`config.mk`:
```
export PLATFORM = sky130hd
export DESIGN_NAME = circle_span_mask
export DESIGN_NICKNAME = d
export VERILOG_FILES = /design/src/hw/rtl/csm_pkg.sv /design/src/hw/rtl/circle_span_mask.sv
export SDC_FILE = /design/constraint.sdc
export NUM_CORES = 2
export LEC_CHECK = 0
export BUFFER_PORTS_ARGS = -buffer_cell sky130_fd_sc_hd__buf_4
export CELL_PAD_IN_SITES_DETAIL_PLACEMENT = 1
export CELL_PAD_IN_SITES_GLOBAL_PLACEMENT = 1
export CORE_MARGIN = 2
export CORE_UTILIZATION = 50
export CTS_BUF_LIST = sky130_fd_sc_hd__clkbuf_16
export CTS_CLUSTER_DIAMETER = 60
export DETAILED_ROUTE_END_ITERATION = 10
export GPL_TIMING_DRIVEN = 0
export PLACE_DENSITY_LB_ADDON = 0.1
export SYNTH_ARGS = -nofsm -noshare
export SYNTH_HDL_FRONTEND = slang
export SYNTH_SLANG_ARGS = --single-unit
```
`constraint.sdc`:
```
create_clock -name clk -period 14.4 [get_ports clk]
set_input_delay 2.88 -clock clk [delete_from_list [all_inputs] [get_ports clk]]
set_output_delay 2.88 -clock clk [all_outputs]
set_load 0.02 [all_outputs]
```
`src/hw/rtl/csm_pkg.sv`:
```
// Package for the circle span mask: input and result word types,
// register indexes and item kind codes. No dependencies.

package csm_pkg;

  localparam int RadiusW = 8;
  localparam int CoordW  = 16;

  typedef enum logic [1:0] {
    CFG_RADIUS   = 2'd0,
    CFG_CENTER_X = 2'd1,
    CFG_TOP_ROW  = 2'd2
  } cfg_index_t;

  typedef enum logic {
    KIND_REBUILD = 1'b0,
    KIND_QUERY   = 1'b1
  } kind_t;

  typedef struct packed {
    kind_t             kind;
    logic [CoordW-1:0] pixel_x;
    logic [CoordW-1:0] pixel_y;
  } item_t;

  typedef struct packed {
    logic searchable;
    logic row_outside;
  } result_t;

endpackage

```
`src/hw/rtl/circle_span_mask.sv`:
```
// Circle span mask top level: half-width table memory, rebuild sequencer
// and two-stage query path. Depends on csm_pkg.
//
//   channel  | signals                                  | handshake
//   ---------+------------------------------------------+-------------------------
//   item     | start, busy, item                        | taken when start & !busy
//   result   | done, result                             | one cycle, no stall
//   config   | cfg_valid, cfg_ready, cfg_index, cfg_data| taken when valid & ready
//
// A query word's result is registered through the p1 stage and then into
// result and done; queries may be issued every cycle while busy is low.
// A rebuild word writes table rows 0..2r in turn, each once its half-width
// settles, with busy high throughout; its result follows the last write.
// Reset is synchronous and marks the table empty; no clearing pass is run.

module circle_span_mask #(
  parameter int MAX_RADIUS = 255
) (
  input  logic                      clk,
  input  logic                      rst,
  input  logic                      start,
  output logic                      busy,
  input  csm_pkg::item_t            item,
  output logic                      done,
  output csm_pkg::result_t          result,
  input  logic                      cfg_valid,
  output logic                      cfg_ready,
  input  logic [1:0]                cfg_index,
  input  logic [csm_pkg::CoordW-1:0] cfg_data
);
  import csm_pkg::*;

  localparam int Depth = 2 * MAX_RADIUS + 1;
  localparam int RowW  = $clog2(Depth);

  typedef enum logic [1:0] {
    S_IDLE  = 2'b01,
    S_BUILD = 2'b10
  } state_t;

  state_t state, state_next;

  logic [RadiusW-1:0] radius;
  logic [CoordW-1:0]  center_x;
  logic [CoordW-1:0]  top_row;

  logic [RadiusW-1:0] span_mem [Depth];
  logic [RadiusW-1:0] rd_data;

  logic               built;
  logic [RowW-1:0]    built_last;

  logic [RowW-1:0]    b_row;
  logic [RowW-1:0]    b_last;
  logic [RadiusW-1:0] b_r;
  logic [RadiusW-1:0] dy;
  logic [CoordW-1:0]  room;
  logic [RadiusW-1:0] h;
  logic [CoordW-1:0]  hsq;

  logic               p1_valid;
  logic               p1_outside;
  logic               p1_use;
  logic [CoordW-1:0]  p1_px;

  logic [RadiusW-1:0] eff_r;
  logic               accept;
  logic [CoordW-1:0]  q_row;
  logic               q_outside;
  logic               q_use;
  logic [RowW-1:0]    q_addr;

  logic [CoordW:0]    sq_up;
  logic               up_ok;
  logic               down_need;
  logic               wr_en;
  logic               at_last;
  logic               going_up;
  logic               build_finish;
  logic               hit;

  assign cfg_ready = 1'b1;
  assign busy      = (state == S_BUILD);
  assign accept    = start && !busy;

  assign eff_r = (int'(radius) > MAX_RADIUS) ? RadiusW'(MAX_RADIUS) : radius;

  assign q_row     = item.pixel_y - top_row;
  assign q_outside = (item.pixel_y < top_row) ||
                     (q_row > {{(CoordW-RadiusW-1){1'b0}}, eff_r, 1'b0});
  assign q_use     = built && (q_row <= CoordW'(built_last));
  assign q_addr    = q_row[RowW-1:0];

  assign sq_up     = {1'b0, hsq} + (CoordW+1)'({h, 1'b0}) + (CoordW+1)'(1);
  assign up_ok     = sq_up <= {1'b0, room};
  assign down_need = hsq > room;
  assign wr_en     = (state == S_BUILD) && !up_ok && !down_need;
  assign at_last   = (b_row == b_last);
  assign going_up  = CoordW'(b_row) < CoordW'(b_r);
  assign build_finish = wr_en && at_last;

  always_comb begin
    state_next = state;
    unique case (state)
      S_IDLE: begin
        if (accept && item.kind == KIND_REBUILD) state_next = S_BUILD;
      end
      S_BUILD: begin
        if (build_finish) state_next = S_IDLE;
      end
      default: state_next = S_IDLE;
    endcase
  end

  always_ff @(posedge clk) begin
    if (wr_en) begin
      span_mem[b_row] <= h;
    end
    rd_data <= span_mem[q_addr];
  end

  always_ff @(posedge clk) begin
    if (rst) begin
      radius   <= '0;
      center_x <= '0;
      top_row  <= '0;
    end else if (cfg_valid && cfg_ready) begin
      unique case (cfg_index)
        CFG_RADIUS:   radius   <= cfg_data[RadiusW-1:0];
        CFG_CENTER_X: center_x <= cfg_data;
        CFG_TOP_ROW:  top_row  <= cfg_data;
        default: ;
      endcase
    end
  end

  always_ff @(posedge clk) begin
    if (rst) begin
      state      <= S_IDLE;
      built      <= 1'b0;
      built_last <= '0;
    end else begin
      state <= state_next;
      if (accept && item.kind == KIND_REBUILD) begin
        built      <= 1'b1;
        built_last <= RowW'({eff_r, 1'b0});
      end
    end
  end

  always_ff @(posedge clk) begin
    if (accept && item.kind == KIND_REBUILD) begin
      b_row  <= '0;
      b_last <= RowW'({eff_r, 1'b0});
      b_r    <= eff_r;
      dy     <= eff_r;
      room   <= '0;
      h      <= '0;
      hsq    <= '0;
    end else if (state == S_BUILD) begin
      if (up_ok) begin
        h   <= h + RadiusW'(1);
        hsq <= sq_up[CoordW-1:0];
      end else if (down_need) begin
        h   <= h - RadiusW'(1);
        hsq <= hsq - CoordW'({h, 1'b0}) + CoordW'(1);
      end else if (!at_last) begin
        b_row <= b_row + RowW'(1);
        if (going_up) begin
          dy   <= dy - RadiusW'(1);
          room <= room + CoordW'({dy, 1'b0}) - CoordW'(1);
        end else begin
          dy   <= dy + RadiusW'(1);
          room <= room - CoordW'({dy, 1'b0}) - CoordW'(1);
        end
      end
    end
  end

  always_ff @(posedge clk) begin
    if (rst) begin
      p1_valid <= 1'b0;
    end else begin
      p1_valid <= accept && item.kind == KIND_QUERY;
    end
    p1_outside <= q_outside;
    p1_use     <= q_use && !q_outside;
    p1_px      <= item.pixel_x;
  end

  assign hit = p1_use && (rd_data != '0) &&
               ({1'b0, p1_px} + (CoordW+1)'(rd_data) >= {1'b0, center_x}) &&
               ({1'b0, p1_px} <= {1'b0, center_x} + (CoordW+1)'(rd_data));

  always_ff @(posedge clk) begin
    if (rst) begin
      done <= 1'b0;
    end else begin
      done <= p1_valid || build_finish;
    end
    priority if (p1_valid) begin
      result.searchable  <= hit;
      result.row_outside <= p1_outside;
    end else begin
      result.searchable  <= 1'b0;
      result.row_outside <= 1'b0;
    end
  end

endmodule
```
==> run summary <==
* **share of the clock period used by the worst path** 0.790
* **library cell with the largest summed area after synthesis** sky130_fd_sc_hd__edfxtp_1
* **CTS Sinks** 4234
* **detailed-route wire length** 695 mm
* **worst min-delay path class** reg -> reg
* **worst hold margin** 0.444 ns
* **startpoint class of the critical path** primary input
* **clock tree from TritonCTS** done
* **kind of end point of the critical path** flop
* **global-route wire length before repair** 906 mm
* **cells on worst reg2reg path** 15
* **Site Rows** 214
* **power density relative to cell area** 150 nW/um^2
* **crit path kind** in -> reg
* **mean area per synthesized cell** 20.0 sq um
* **post-synthesis cell count** 8535
* **utilization after layout** 0.569
* **M3 GR Usage** 0.163
* **clock tree root driver cell** sky130_fd_sc_hd__clkbuf_16
* **Overall Global Routing Usage** 0.401
* **antenna-violating nets left** 0
* **aggregate global routing overflow** 0
* **count of flip-flops with a built-in enable after synthesis** 4104
* **total setup buffers inserted after CTS** 0
* **remaining design rule violation count** 0
* **Yosys warning count** 0
* **final total power** 29.1 mW
* **total vias in the final route** 99800
* **# port buffers** 57
* **area growth from synthesis to layout** 13.3%
* **final count of hold timing violations** 0
* **worst-case setup slack after placement** 2.95 ns
* **initial antenna violation count** 99
* **number of cells on the worst hold path** 1
* **RD Place Congestion** 1.04
* **top-area cell type share of the netlist area** 0.721
* **number of setup violations in the final report** 0
* **later-pin clock latency in the skew report** 1.05 ns
* **smallest setup slack after layout** 3.02 ns
* **Top FF cell, synth** sky130_fd_sc_hd__edfxtp_1
* **chip width** 589 um
* **Detail Placement HPWL** 480 mm
* **fraction of registers with async set or reset after synthesis** 0
* **WP data required** 15.03 ns
* **Period minus WS final** 11.38 ns
* **share of layout cells above drive strength 1** 0.249
* **clock skew after layout** 0.0572 ns
* **cell types occupying the most area after synthesis** sky130_fd_sc_hd__edfxtp_1 72%, sky130_fd_sc_hd__mux4_2 16%, sky130_fd_sc_hd__dfxtp_1 1.5%, sky130_fd_sc_hd__ha_1 1.5%, sky130_fd_sc_hd__nor2_1 1.5%
* **highest attainable clock frequency** 0.0879 GHz
* **fraction of the yosys area taken by sequential cells** 0.736
* **vias per std cell** 7.07
* **area of the die** 346000 sq um
* **leading post-synthesis cells by instance count** 4104 x sky130_fd_sc_hd__edfxtp_1, 1203 x sky130_fd_sc_hd__mux4_2, 686 x sky130_fd_sc_hd__nor2_1
* **Starting Density** 0.502
* **Core Area** 340000 sq um
* **number of nets in the layout** 9403
* **synthesized netlist net count** 8805
* **Detailed Route Iter0 Violations** 18500
* **chip height** 589 um
* **RSZ-0062 raised after global routing** no
* **pin count of the biggest net entering global routing** 113
* **run status** finished with violations
* **highest fanout seen on the critical path** 10
* **total clock buffers created by CTS** 449
* **total negative setup slack** 0 ns
* **Leak Pwr** 62.7 nW
* **via count of the first global-routing pass** 95800
* **data arrival time of the critical path** 12.01 ns
* **buffers from clock root to sink, at most** 4
* **CTS H-tree depth** 5
* **number of iterations in the first detailed-routing pass** 8
* **number of maximum-capacitance violations** 19
* **met1 Resource Use GR** 0.497
* **CTS clk-pin slew, worst paths** 0.06 ns
* **layer with the highest usage after global routing** met2
* **violations in the final reports** max-capacitance violations, max-slew violations
* **post-DR wirelength/cell** 49.2 um
* **number of instances resized during post-cts repair** 0
* **worst IR drop on VDD** 0.143 mV
* **most frequent cell after synthesis** sky130_fd_sc_hd__edfxtp_1
* **synthesized flop and latch total** 4234
* **area of the mapped netlist** 171000 sq um
* **final slew viol count** 138
* **Max-slew headroom** -0.177
* **number of I/O pins** 60
* **Post-CTS Hold Fix Bufs** 0
* **GR Util met2** 0.576
* **count of distinct cell types in the synthesized netlist** 87
* **actual slew at the worst max-slew pin** 1.76 ns
==> metrics by stage <==
step | std cells | cell area (sq um)
CTS | 14000 | 193000
floorplan | 8535 | 171000
detailed placement | 13200 | 179000
global placement | 13100 | 177000
global route | 14100 | 193000
finish | 14100 | 194000
==> worst max-delay path: stages <==
cell and delay, ns:
sky130_fd_sc_hd__buf_4 0.11, sky130_fd_sc_hd__inv_1 0.06, sky130_fd_sc_hd__ha_1 0.15, sky130_fd_sc_hd__inv_1 0.05, sky130_fd_sc_hd__fa_1 1.00, sky130_fd_sc_hd__buf_4 0.31
sky130_fd_sc_hd__buf_4 0.37, sky130_fd_sc_hd__buf_2 1.06, sky130_fd_sc_hd__buf_2 1.17, sky130_fd_sc_hd__buf_2 1.04, sky130_fd_sc_hd__buf_2 0.68, sky130_fd_sc_hd__buf_1 0.63
sky130_fd_sc_hd__mux4_2 0.42, sky130_fd_sc_hd__mux2i_1 0.20, sky130_fd_sc_hd__a221oi_1 0.24, sky130_fd_sc_hd__a21oi_1 0.73, sky130_fd_sc_hd__o2111ai_1 0.82
==> cell usage in the layout (no fill, tap or decap), drive strengths merged, types with 25 or more instances in the layout <==
| cell type | count |
|---|---|
| clkbuf | 640 |
| ha | 206 |
| nand3 | 81 |
| xnor2 | 70 |
| dfxtp | 130 |
| a21o | 27 |
| buf | 419 |
| a211oi | 27 |
| nor2 | 689 |
| xor2 | 35 |
| clkinv | 206 |
| nor4 | 25 |
| inv | 278 |
| diode | 68 |
| nor3 | 35 |
| o21ai | 92 |
| edfxtp | 4104 |
| nand2 | 522 |
| a21oi | 175 |
| mux4 | 1203 |
| mux2i | 98 |
| bufinv | 29 |
| nand4 | 44 |
==> sequential cells by signal, summed over array words and instances, names as in the netlist, 8 cells and up <==
signal      count
b_r             8
b_row           9
built_last      8
center_x       16
dy              8
eff_r           8
h               8
hsq            16
p1_px          16
rd_data         8
room           16
span_mem     4088
top_row        16
==> worst paths after layout <==
path / slack [ns] / from / endpoint
worst min-delay path: 0.44 / p1_outside / result[0]
worst max-delay path: 3.02 / item[0] / rd_data[4]
worst max register to register: 4.67 / top_row[0] / rd_data[4]
worst min register to register: 0.44 / p1_outside / result[0]
==> where the power goes <==
part	switching [mW]	total, mW	internal [mW]
clock network	5.10	11.4	6.27
logic	2.86	4.10	1.24
registers	0.0604	13.6	13.6
==> metal layers <==
| layer | routed length [um] | up-vias | share of wire |
|---|---|---|---|
| met5 | 790 | - | 0.0011 |
| met4 | 57800 | 42 | 0.083 |
| met3 | 101000 | 2015 | 0.15 |
| met2 | 303000 | 8555 | 0.44 |
| met1 | 233000 | 53000 | 0.34 |
| li1 | - | 36200 | - |
==> area by class of cell <==
cell class	count	area (sq um)
Antenna cell	68	170
Buffer	455	2700
Clock buffer	457	11400
Clock inverter	374	2670
Fill cell	29200	146000
Inverter	160	601
Multi-Input combinational cell	3686	41900
Sequential cell	4234	126000
Tap cell	4536	5680
Timing Repair Buffer	147	2540
==> logic make-up after synthesis <==
group,synth area share
DFF,0.736
and+or+nand+nor,0.0378
muxes,0.164
buffers and inverters,0.0186
AOI/OAI and AO/OA,0.0208
adders and majority gates,0.0161
xor gates and xnor gates,0.00571
other,0.0000219
No activity file was read; power rests on OpenSTA's default activity.
